--- src/rtl/rktd_pkg.sv ---
// Shared types and constants for the rolling-key TEA decryptor.
// Used by rktd_key, rktd_cell and rolling_key_tea_decrypt; depends on nothing.
`default_nettype none

package rktd_pkg;

	// TEA constants
	localparam logic [31:0] TEA_DELTA     = 32'h9E37_79B9;
	localparam logic [31:0] TEA_SUM_START = 32'hC6EF_3720;
	localparam int unsigned TEA_ROUNDS    = 32;
	// two half-round cells per round
	localparam int unsigned NUM_CELLS     = 2 * TEA_ROUNDS;

	// configuration port
	localparam int unsigned CFG_IDX_W  = 4;
	localparam int unsigned CFG_DATA_W = 32;

	localparam logic [CFG_IDX_W-1:0] REG_INIT_KEY_0 = 4'd0;
	localparam logic [CFG_IDX_W-1:0] REG_INIT_KEY_1 = 4'd1;
	localparam logic [CFG_IDX_W-1:0] REG_INIT_KEY_2 = 4'd2;
	localparam logic [CFG_IDX_W-1:0] REG_INIT_KEY_3 = 4'd3;
	localparam logic [CFG_IDX_W-1:0] REG_DRIFT_0    = 4'd4;
	localparam logic [CFG_IDX_W-1:0] REG_DRIFT_1    = 4'd5;
	localparam logic [CFG_IDX_W-1:0] REG_DRIFT_2    = 4'd6;
	localparam logic [CFG_IDX_W-1:0] REG_DRIFT_3    = 4'd7;

	// register reset values
	localparam logic [3:0][31:0] INIT_KEY_RST = {
		32'h7654_3210, 32'hFEDC_BA98, 32'h89AB_CDEF, 32'h0123_4567
	};
	localparam logic [3:0][31:0] DRIFT_RST = {
		32'h3344_5566, 32'hCDEF_1122, 32'h5678_90AB, 32'h1234_1234
	};

	typedef logic [3:0][31:0] key_t;

	// input request
	typedef struct packed {
		logic        first_block;
		logic [31:0] cipher_hi;
		logic [31:0] cipher_lo;
	} cipher_t;

	// output request
	typedef struct packed {
		logic [31:0] plain_hi;
		logic [31:0] plain_lo;
	} plain_t;

	// word pair and key handed from cell to cell;
	// q is the word that the next cell updates from p
	typedef struct packed {
		logic [31:0] p;
		logic [31:0] q;
		key_t        key;
	} stage_t;

endpackage

`default_nettype wire

--- src/rtl/rktd_key.sv ---
// Configuration registers and running key schedule of the TEA decryptor.
// Depends on rktd_pkg.
`default_nettype none

module rktd_key (
	input  wire logic                          clk,
	input  wire logic                          arst_n,
	input  wire logic                          cfg_we,
	input  wire logic [rktd_pkg::CFG_IDX_W-1:0]  cfg_index,
	input  wire logic [rktd_pkg::CFG_DATA_W-1:0] cfg_data,
	input  wire logic                          take,
	input  wire logic                          first_block,
	input  wire logic [31:0]                   cipher_hi,
	input  wire logic [31:0]                   cipher_lo,
	output rktd_pkg::key_t                     key_use
);
	import rktd_pkg::*;

	key_t init_key_q;
	key_t drift_q;
	key_t run_key_q;

	// pick the key for the request at hand
	assign key_use = first_block ? init_key_q : run_key_q;

	// decode configuration writes
	always_ff @(posedge clk or negedge arst_n) begin
		if (!arst_n) begin
			init_key_q <= INIT_KEY_RST;
			drift_q    <= DRIFT_RST;
		end else if (cfg_we) begin
			unique case (cfg_index)
				REG_INIT_KEY_0: init_key_q[0] <= cfg_data;
				REG_INIT_KEY_1: init_key_q[1] <= cfg_data;
				REG_INIT_KEY_2: init_key_q[2] <= cfg_data;
				REG_INIT_KEY_3: init_key_q[3] <= cfg_data;
				REG_DRIFT_0:    drift_q[0]    <= cfg_data;
				REG_DRIFT_1:    drift_q[1]    <= cfg_data;
				REG_DRIFT_2:    drift_q[2]    <= cfg_data;
				REG_DRIFT_3:    drift_q[3]    <= cfg_data;
				default: ;
			endcase
		end
	end

	// advance the running key by drift plus ciphertext on every request
	always_ff @(posedge clk or negedge arst_n) begin
		if (!arst_n) begin
			run_key_q <= '0;
		end else if (take) begin
			run_key_q[0] <= key_use[0] + drift_q[0] + cipher_hi;
			run_key_q[1] <= key_use[1] + drift_q[1] + cipher_lo;
			run_key_q[2] <= key_use[2] + drift_q[2] + cipher_hi;
			run_key_q[3] <= key_use[3] + drift_q[3] + cipher_lo;
		end
	end

endmodule

`default_nettype wire

--- config.mk ---
export PLATFORM = sky130hd
export DESIGN_NAME = rktd_key
export DESIGN_NICKNAME = d
export VERILOG_FILES = /design/src/rtl/rktd_pkg.sv /design/src/rtl/rktd_key.sv
export SDC_FILE = /design/constraint.sdc
export NUM_CORES = 1
export LEC_CHECK = 0
export BUFFER_PORTS_ARGS = -buffer_cell sky130_fd_sc_hd__clkbuf_2
export CAP_MARGIN = 15
export CORE_MARGIN = 2
export CORE_UTILIZATION = 35
export CTS_CLUSTER_SIZE = 28
export DETAILED_ROUTE_END_ITERATION = 12
export GPL_TIMING_DRIVEN = 0
export PLACE_DENSITY = 0.54
export SLEW_MARGIN = 20
export SYNTH_ARGS = -nofsm -noshare
export SYNTH_HDL_FRONTEND = slang
export SYNTH_SLANG_ARGS = --single-unit
--- constraint.sdc ---
create_clock -name clk -period 4.75 [get_ports clk]
set_input_delay 0.475 -clock clk [delete_from_list [all_inputs] [get_ports clk]]
set_output_delay 0.475 -clock clk [all_outputs]
set_load 0.01 [all_outputs]
==> impl_metrics.env <==
export IMPL_grt_total_usage=0.210
export IMPL_grt_max_degree=91
export IMPL_io_buffers=228
export IMPL_arrival_ns=5.09
export IMPL_end_kind="register"
export IMPL_syn_to_final_growth_pct=16.9
export IMPL_fmax_mhz=217
export IMPL_final_common_cell="mux2_2"
export IMPL_fin_area_um2=28700
export IMPL_vias=17500
export IMPL_dieWidth_um=269
export IMPL_detail_route_antenna_nets=0
export IMPL_ios=233
export IMPL_antenna_found_initial=0
export IMPL_relSlewSlack=0.219
export IMPL_syn_area_per_cell_um2=12.0
export IMPL_rsz0062_at_grt="no"
export IMPL_wire_per_inst_um=22.8
export IMPL_nFillCells=6717
export IMPL_synth_cells=2042
export IMPL_placed_area_um2=27000
export IMPL_cts_sinks=384
export IMPL_yosys_warnings=0
export IMPL_seq_area_frac_synth=0.398
export IMPL_drc_errors=0
export IMPL_report_final_slew_viol_count=0
export IMPL_synth_cell_types=70
export IMPL_grt_pass1_wl_mm=113
export IMPL_setup_violations=0
export IMPL_core_um2=69800
export IMPL_worstSkewPairLatency_ns=0.58
export IMPL_hold_viol=0
export IMPL_leakage_nw=12.8
export IMPL_hp_class="input pin to register"
export IMPL_synth_area_um2=24500
export IMPL_worst_pin_slew_ns=1.17
export IMPL_r2r_slack_ns=0.64
export IMPL_placementRows=97
export IMPL_post_drt_via_cell_ratio=5.28
export IMPL_htree_levels=2
export IMPL_ir_drop_mv=0.317
export IMPL_hpwlAfterDp_mm=59.4
export IMPL_routabilityCongestion=0.944
export IMPL_skew_ns=0.0201
export IMPL_drtIter0Drc=1065
export IMPL_worst_setup_path_type="input pin to register"
export IMPL_wirelength_mm=75.4
export IMPL_cap_violations=0
export IMPL_min_period_ns=4.62
export IMPL_clkTransAtPathRegs_ns=0.06
export IMPL_die_area_um2=72300
export IMPL_tritoncts_num_buffers=48
export IMPL_cts_tree="built"
export IMPL_async_flop_share=1.00
export IMPL_status="finished clean"
export IMPL_synth_seq_cells=384
export IMPL_synth_ff_type="dfrtp_1"
export IMPL_grt_pass1_vias=18000
export IMPL_layout_common_cells="mux2_2, dfrtp_1, clkbuf_2, fa_1, ha_1"
export IMPL_power_total_mw=19.7
export IMPL_die_y_um=269
export IMPL_drt_pass1_iter_count=6
export IMPL_worstPathMaxFanout=10
export IMPL_min_period_over_period=0.972
export IMPL_cp_start_kind="input pin"
export IMPL_antenna_cells=0
export IMPL_drive_gt1_frac=0.387
export IMPL_clock_root_buffer="clkbuf_16"
export IMPL_overflow=0
export IMPL_syn_num_nets=2395
export IMPL_p_per_area_nw_per_um2=685
export IMPL_cts_path_max_buffers=3
export IMPL_initial_utilization=0.352
export IMPL_layout_nets=2683
export IMPL_synth_edf_count=0
export IMPL_crit_required_ns=5.22
## what timing repair did
action	in CTS	in global routing
setup buffers	0	2
hold buffers	1	0
hold endpoints to repair	41	0
gates resized for setup	22	25
pin swaps	0	2
endpoints found under the setup margin	78	30
## per-layer routing
metal / vias to the layer above / GRT usage / routed length [um]
li1: 8000 / - / -
met1: 8947 / 0.284 / 33700
met2: 436 / 0.353 / 36700
met3: 86 / 0.0349 / 3580
met4: 0 / 0.0488 / 1460
met5: - / 0 / 0
## synth_stat cells, types with 8 or more instances
cell,number,share of area
a211oi_1,21,0.0064
a21o_1,79,0.024
a21oi_1,116,0.024
a31oi_1,11,0.0028
and3_1,15,0.0038
buf_1,15,0.0023
clkbuf_1,71,0.011
dfrtp_1,265,0.27
dfstp_2,119,0.13
fa_1,128,0.10
ha_1,120,0.061
inv_1,48,0.0073
mux2_2,448,0.21
mux2i_1,9,0.0037
nand2_1,84,0.013
nand2b_1,8,0.0020
nand3_1,29,0.0059
nand3b_1,12,0.0037
nand4_1,12,0.0031
nor2_1,83,0.013
nor2b_1,16,0.0041
nor3_1,18,0.0037
o211ai_1,14,0.0043
o21a_1,13,0.0040
o21ai_0,55,0.011
o21bai_1,17,0.0052
o31ai_1,13,0.0040
or3_1,9,0.0023
xnor2_1,60,0.021
xor2_1,33,0.012
## logic make-up (layout without fill, tap and decap cells)
family,count (synthesis),after routing,share of synthesized area
buf+inv,136,462,0.0208
simple gates,313,313,0.0624
fa+ha+maj,248,248,0.166
xor+xnor,93,93,0.0332
compound gates,411,411,0.111
flops,384,384,0.398
mux,457,457,0.209
## registers in the layout, summed over array words and instances (netlist names)
signal      flops
drift_q       128
init_key_q    128
run_key_q     128
## power by group
group / leakage, nW / internal (mW) / switching (mW)
combinational: 7.63 / 4.95 / 5.97
sequential: 4.42 / 4.56 / 0.587
clock: 0.743 / 2.12 / 1.47
## critical path: stages
cell      delay [ns]
buf_2           0.29
clkbuf_4        0.33
clkbuf_8        0.27
mux2_2          0.39
fa_1            0.48
ha_1            0.23
fa_1            0.50
a211oi_2        0.31
o21ai_0         0.20
a21oi_2         0.33
o31ai_2         0.19
nand4_1         0.21
nand2_1         0.11
o41ai_2         0.34
o211ai_1        0.17
a31o_2          0.26
## final timing paths
kind | from | end | cells after the start
max in group asynchronous | arst_n | drift_q[53] | 4
max | first_block | run_key_q[61] | 16
max reg2reg | run_key_q[33] | run_key_q[61] | 13
min reg2reg | run_key_q[80] | run_key_q[80] | 1
min | cfg_data[0] | drift_q[32] | 3
min in group asynchronous | arst_n | run_key_q[72] | 2
## layout make-up
| class | count | area, um2 | area share |
|---|---|---|---|
| plain buffers | 86 | 374 | 0.0130 |
| multi-input cells | 1522 | 14400 | 0.500 |
| well taps | 940 | 1180 | 0.0410 |
| flip-flops and latches | 384 | 9760 | 0.340 |
| clock inverters | 9 | 75.1 | 0.00262 |
| clock buffers | 79 | 1450 | 0.0505 |
| inverters | 50 | 188 | 0.00654 |
| repair buffers | 238 | 1320 | 0.0458 |
## metrics by stage
stage | TNS (ns) | util | worst slack, ns | hold WS, ns | std cells
floorplan | -0.0300 | - | -0.0300 | 0.179 | 2042
global placement | -1905.66 | 0.385 | -5.64 | 0.455 | 3210
detailed placement | -95.63 | 0.387 | -1.77 | 0.463 | 3217
CTS | 0 | 0.410 | 0.00772 | 0.211 | 3306
global route | 0 | 0.411 | 0.00517 | 0.266 | 3308
finish | 0 | 0.411 | 0.132 | 0.233 | 3308
No activity file was read; power rests on OpenSTA's default activity.
