### config.mk
export PLATFORM = sky130hd
export DESIGN_NAME = rktd_cell
export DESIGN_NICKNAME = d
export VERILOG_FILES = /design/src/rtl/rktd_pkg.sv /design/src/rtl/rktd_cell.sv
export SDC_FILE = /design/constraint.sdc
export NUM_CORES = 1
export LEC_CHECK = 0
export ABC_AREA = 1
export BUFFER_PORTS_ARGS = -buffer_cell sky130_fd_sc_hd__buf_4
export CELL_PAD_IN_SITES_DETAIL_PLACEMENT = 1
export CELL_PAD_IN_SITES_GLOBAL_PLACEMENT = 2
export CORE_ASPECT_RATIO = 0.6
export CORE_UTILIZATION = 28
export DETAILED_ROUTE_END_ITERATION = 6
export GPL_TIMING_DRIVEN = 0
export MAX_ROUTING_LAYER = met4
export PLACE_DENSITY_LB_ADDON = 0.25
export RECOVER_POWER = 25
export SLEW_MARGIN = 10
export SYNTH_ARGS = -nofsm -noshare
export SYNTH_HDL_FRONTEND = slang
export SYNTH_SLANG_ARGS = --single-unit
### constraint.sdc
create_clock -name clk -period 0.8 [get_ports clk]
set_input_delay 0.16 -clock clk [delete_from_list [all_inputs] [get_ports clk]]
set_output_delay 0.16 -clock clk [all_outputs]
set_load 0.02 [all_outputs]
### src/rtl/rktd_pkg.sv
// Shared types and constants for the rolling-key TEA decryptor.
// Used by rktd_key, rktd_cell and rolling_key_tea_decrypt; depends on nothing.
`default_nettype none

package rktd_pkg;

	// TEA constants
	localparam logic [31:0] TEA_DELTA     = 32'h9E37_79B9;
	localparam logic [31:0] TEA_SUM_START = 32'hC6EF_3720;
	localparam int unsigned TEA_ROUNDS    = 32;
	// two half-round cells per round
	localparam int unsigned NUM_CELLS     = 2 * TEA_ROUNDS;

	// configuration port
	localparam int unsigned CFG_IDX_W  = 4;
	localparam int unsigned CFG_DATA_W = 32;

	localparam logic [CFG_IDX_W-1:0] REG_INIT_KEY_0 = 4'd0;
	localparam logic [CFG_IDX_W-1:0] REG_INIT_KEY_1 = 4'd1;
	localparam logic [CFG_IDX_W-1:0] REG_INIT_KEY_2 = 4'd2;
	localparam logic [CFG_IDX_W-1:0] REG_INIT_KEY_3 = 4'd3;
	localparam logic [CFG_IDX_W-1:0] REG_DRIFT_0    = 4'd4;
	localparam logic [CFG_IDX_W-1:0] REG_DRIFT_1    = 4'd5;
	localparam logic [CFG_IDX_W-1:0] REG_DRIFT_2    = 4'd6;
	localparam logic [CFG_IDX_W-1:0] REG_DRIFT_3    = 4'd7;

	// register reset values
	localparam logic [3:0][31:0] INIT_KEY_RST = {
		32'h7654_3210, 32'hFEDC_BA98, 32'h89AB_CDEF, 32'h0123_4567
	};
	localparam logic [3:0][31:0] DRIFT_RST = {
		32'h3344_5566, 32'hCDEF_1122, 32'h5678_90AB, 32'h1234_1234
	};

	typedef logic [3:0][31:0] key_t;

	// input request
	typedef struct packed {
		logic        first_block;
		logic [31:0] cipher_hi;
		logic [31:0] cipher_lo;
	} cipher_t;

	// output request
	typedef struct packed {
		logic [31:0] plain_hi;
		logic [31:0] plain_lo;
	} plain_t;

	// word pair and key handed from cell to cell;
	// q is the word that the next cell updates from p
	typedef struct packed {
		logic [31:0] p;
		logic [31:0] q;
		key_t        key;
	} stage_t;

endpackage

`default_nettype wire

### src/rtl/rktd_cell.sv
// One TEA half-round cell: updates one word from the other and hands the pair on.
// Depends on rktd_pkg.
`default_nettype none

module rktd_cell #(
	parameter logic [31:0] SUM    = 32'hC6EF_3720,
	parameter bit          KEY_HI = 1'b1
) (
	input  wire logic       clk,
	input  wire logic       arst_n,
	input  wire logic       advance,
	input  wire logic       valid_i,
	input  wire rktd_pkg::stage_t data_i,
	output logic            valid_o,
	output rktd_pkg::stage_t data_o
);
	import rktd_pkg::*;

	logic [31:0] ka;
	logic [31:0] kb;
	logic [31:0] mix;
	stage_t      nxt;

	// first half of a round uses key words 2 and 3, second half 0 and 1
	assign ka = KEY_HI ? data_i.key[2] : data_i.key[0];
	assign kb = KEY_HI ? data_i.key[3] : data_i.key[1];

	assign mix = ((data_i.p << 4) + ka) ^ (data_i.p + SUM) ^ ((data_i.p >> 5) + kb);

	// swap roles: the updated word drives the next cell
	always_comb begin
		nxt     = data_i;
		nxt.p   = data_i.q - mix;
		nxt.q   = data_i.p;
	end

	always_ff @(posedge clk or negedge arst_n) begin
		if (!arst_n) begin
			valid_o <= 1'b0;
		end else if (advance) begin
			valid_o <= valid_i;
		end
	end

	always_ff @(posedge clk) begin
		if (advance) begin
			data_o <= nxt;
		end
	end

endmodule

`default_nettype wire

==> metrics.log <==
[metrics] total placed instance area: approximately 17,000 µm²
[metrics] DRT antenna net count: 0
[metrics] floorplan die area: 46,400 µm²
[metrics] capturing element type of the critical path: flip-flop
[metrics] routed vias: ~13,000
[metrics] result of the run: finished with violations
[metrics] GRT overflow: 0
[metrics] post-synth net total: 1,715
[metrics] Cells after Synth: 1,430
[metrics] worst setup slack after layout: -2.28 ns
[metrics] global placer's final weighted congestion: 0.874
[metrics] overall power of the completed layout: around 54 mW
[metrics] sum of net half-perimeters after detailed placement: 40,800 µm
[metrics] Worst Skew: 0 ns
[metrics] proportion of layout cells with a drive suffix above 1: 47.4%
[metrics] type of the worst setup path: primary input to flip-flop
[metrics] signed area change from the synthesized netlist to the final layout: 83.5%
[metrics] mean routed wirelength per cell: ~22 µm
[metrics] Max-Slew Margin vs Limit: between 40 and 50%
[metrics] Setup WS pre-CTS: -3.62 ns
[metrics] number of antenna violations at the first check in global routing: 1
[metrics] routed wire length: 58,700 µm
[metrics] All-Layer GR Usage: between 20% and 30%
[metrics] Site Rows: 60
[metrics] Starting DRT DRC Count: 665
[metrics] number of flops mapped to enable cells by yosys: 192
[metrics] final worst path period need: 3.08 ns
[metrics] Fmax achieved: 324 MHz
[metrics] worst IR drop on VDD: 1.16 mV
[metrics] Ant. Diodes: 0
[metrics] met1 layer usage reported by global route: ~33%
[metrics] hold violation total from the final report: 0
[metrics] count of unique library cells instantiated by Yosys: 50
[metrics] combined area of all synthesized cells: 12,700 µm²
[metrics] starting density of the core: 28.4%
[metrics] master cell of the clock root buffer: clkbuf_16
[metrics] CP Launch Type: primary input
[metrics] met2 Use GR: slightly above 40%
[metrics] pin count of the biggest net entering global routing: 58
[metrics] part of the cycle the worst path needs: 385%
[metrics] Chip Width: ~280 µm
[metrics] global-route met3 utilization: 3.39%
[metrics] number of sinks driven by the clock tree: roughly 190
[metrics] Chip Height: roughly 170 µm
[metrics] yosys warns: 0
[metrics] leak pwr: about 9.8 nW
[metrics] flip-flop and latch count after synthesis: 193
[metrics] final instance area: approximately 23,000 µm²
[metrics] Tightest Pin Transition: about 0.76 ns
[metrics] clock buffer count from CTS: 17
[metrics] violated checks: negative setup slack
[metrics] DRC violations left: 0
[metrics] filler instances: 4,778
[metrics] clock input transition at the sequential cells of the worst setup and hold paths: 0.09 ns
[metrics] syn_area_per_cell: 8.90 µm²
[metrics] clock tree from TritonCTS: done
[metrics] number of setup violations in the final report: 338
[metrics] worst hold-check path type: primary input to flip-flop
[metrics] GRT Max-Usage Layer: met2
[metrics] Req. time, crit path: 1.03 ns
[metrics] via count of the first global-routing pass: ~14,000
[metrics] critical path arrival: ~3.3 ns
[metrics] Std-Cell Core Area: 44,800 µm²
[metrics] async set-or-reset flop fraction in the synthesized netlist: 0.518%
[metrics] first-pass GRT wire length: 84,000 µm
[metrics] RSZ-0062 raised after global routing: true
[metrics] Maximum Capacitance Violations: 0
[metrics] largest driver fanout on the critical path: 6
[metrics] mean number of vias per cell: between 4 and 5
[metrics] count of TritonRoute iterations in the first routing pass: 5
[metrics] pwr dens: 2300 nW/µm²
[metrics] PortBufs: 388
[metrics] total count of max-transition violations in the final report: 0
[metrics] H-tree levels: 4
[metrics] dominant synthesized flop cell: edfxtp_1
[metrics] final total negative setup slack: -159.72 ns
[metrics] latest clock arrival within the worst-skew pair: 0.47 ns
[metrics] count of nets after finishing: between 2,000 and 2,500
[metrics] sequential element share of the synthesized area: 45.5%
[metrics] top-level I/O count: 389
[metrics] maximum number of buffers from clock root to sink: 2
-- routing by layer --
| metal | vias to the layer above | routed length (µm) |
|---|---|---|
| met5 | - | 0 |
| met4 | 0 | 875 |
| met3 | 67 | 2290 |
| met2 | 287 | 28800 |
| met1 | 6563 | 26700 |
| li1 | 6156 | - |
-- cells in the mapped netlist, types with 2 or more instances --
cell | count | share of area [%]
a21oi_1 | 101 | 4.0
inv_1 | 169 | 5.0
o21ai_0 | 35 | 1.4
nor2_4 | 2 | 0.18
nand3b_1 | 11 | 0.65
nand2_1 | 359 | 11
fa_1 | 3 | 0.47
nor3_1 | 16 | 0.63
xor2_1 | 73 | 5.0
nor2_1 | 107 | 3.2
nand3_1 | 81 | 3.2
o211ai_1 | 2 | 0.12
ha_1 | 86 | 8.5
and3_1 | 2 | 0.098
o21a_1 | 4 | 0.24
nand4_1 | 16 | 0.79
nand3_2 | 2 | 0.16
buf_4 | 2 | 0.12
a21o_1 | 13 | 0.77
o21bai_1 | 22 | 1.3
nor2_2 | 7 | 0.34
nor3b_2 | 2 | 0.20
nand2_2 | 11 | 0.54
edfxtp_1 | 192 | 45
a31oi_1 | 6 | 0.29
o21ai_1 | 5 | 0.20
xnor2_1 | 61 | 4.2
inv_2 | 2 | 0.059
a21boi_0 | 2 | 0.12
o21ai_2 | 6 | 0.41
nor4_1 | 5 | 0.25
a21oi_2 | 7 | 0.48
-- layout by cell type (no fill, tap or decap), drive strengths merged, types with 2 or more instances in the layout --
| cell | count |
|---|---|
| a21boi | 3 |
| a21o | 13 |
| a21oi | 109 |
| a31oi | 6 |
| and3 | 2 |
| buf | 485 |
| clkbuf | 25 |
| clkinv | 5 |
| dlygate4sd3 | 161 |
| edfxtp | 192 |
| fa | 3 |
| ha | 86 |
| inv | 180 |
| nand2 | 370 |
| nand3 | 83 |
| nand3b | 11 |
| nand4 | 16 |
| nor2 | 116 |
| nor3 | 16 |
| nor3b | 2 |
| nor4 | 5 |
| o211ai | 2 |
| o21a | 4 |
| o21ai | 46 |
| o21bai | 22 |
| or2 | 2 |
| xnor2 | 61 |
| xor2 | 74 |
-- timing repair --
action                     CTS  global route
hold endpoints to repair   159             1
gates resized for setup    580           209
hold buffers               160             1
pin swaps                  131           117
setup endpoints to repair  338           226
buffers inserted            63            42
cloned                       2             0
-- stage by stage --
| step | cells | util [%] | hold WS [ns] |
|---|---|---|---|
| 2_1_floorplan | 1430 | - | -0.136 |
| 6_report | 2703 | 52.1 | 0.0214 |
| 3_3_place_gp | 2407 | 37.0 | -0.0644 |
| 3_5_place_dp | 2408 | 37.1 | -0.0630 |
| 5_1_grt | 2703 | 52.1 | 0.0124 |
| 4_1_cts | 2665 | 49.3 | 0.00439 |
-- critical path: stages --
cell and delay (ns):
buf_6 0.13, ha_2 0.21, nand2_1 0.09, nand3_2 0.12
nand2_2 0.12, nand2_4 0.10, a21oi_2 0.16, xor2_1 0.24
xor2_2 0.34, inv_1 0.10, nand2_2 0.07, nand2_2 0.07
ha_4 0.33, nand2_4 0.08, nor2_1 0.10, inv_1 0.09
nor3_4 0.28, nand2_1 0.12, nand3_2 0.14, a21oi_2 0.08
xnor2_1 0.15
-- flip-flops by register name (all words and copies together), names as in the netlist --
| signal | count |
|---|---|
| valid_o | 1 |
| data_o | 192 |
-- area by class of cell --
cell class / instances / area [µm²] / area share [%]
Buffer: 3 / 20.0 / 0.0857
Clock buffer: 17 / 425 / 1.82
Clock inverter: 15 / 221 / 0.948
Inverter: 171 / 651 / 2.78
Multi-Input combinational cell: 1063 / 9270 / 39.7
Sequential cell: 193 / 5790 / 24.8
Tap cell: 589 / 737 / 3.15
Timing Repair Buffer: 652 / 6250 / 26.8
-- power breakdown --
part | switching [mW] | internal, mW
registers | 0.671 | 13.2
clock network | 5.44 | 4.45
logic | 16.3 | 13.7
-- final timing paths --
path                       slack [ns]           to  depth (start not counted)         from
max                             -2.28  data_o[186]                         21  data_i[166]
min                              0.02  data_o[150]                          1  data_i[182]
max reg2reg                     -0.11      valid_o                          2      valid_o
min reg2reg                      0.63      valid_o                          2      valid_o
max in group asynchronous        0.15      valid_o                          3       arst_n
min in group asynchronous        0.54      valid_o                          3       arst_n
-- logic make-up after synthesis --
group | share of synthesized area (%)
XOR/XNOR | 9.35
flip-flops | 45.5
AND/OR/NAND/NOR | 21.0
adder cells (fa/ha/maj) | 8.92
AO/OA/AOI/OAI | 10.0
multiplexers | 0.0884
buffers and inverters | 5.20
(Power assumes the default switching activity.)
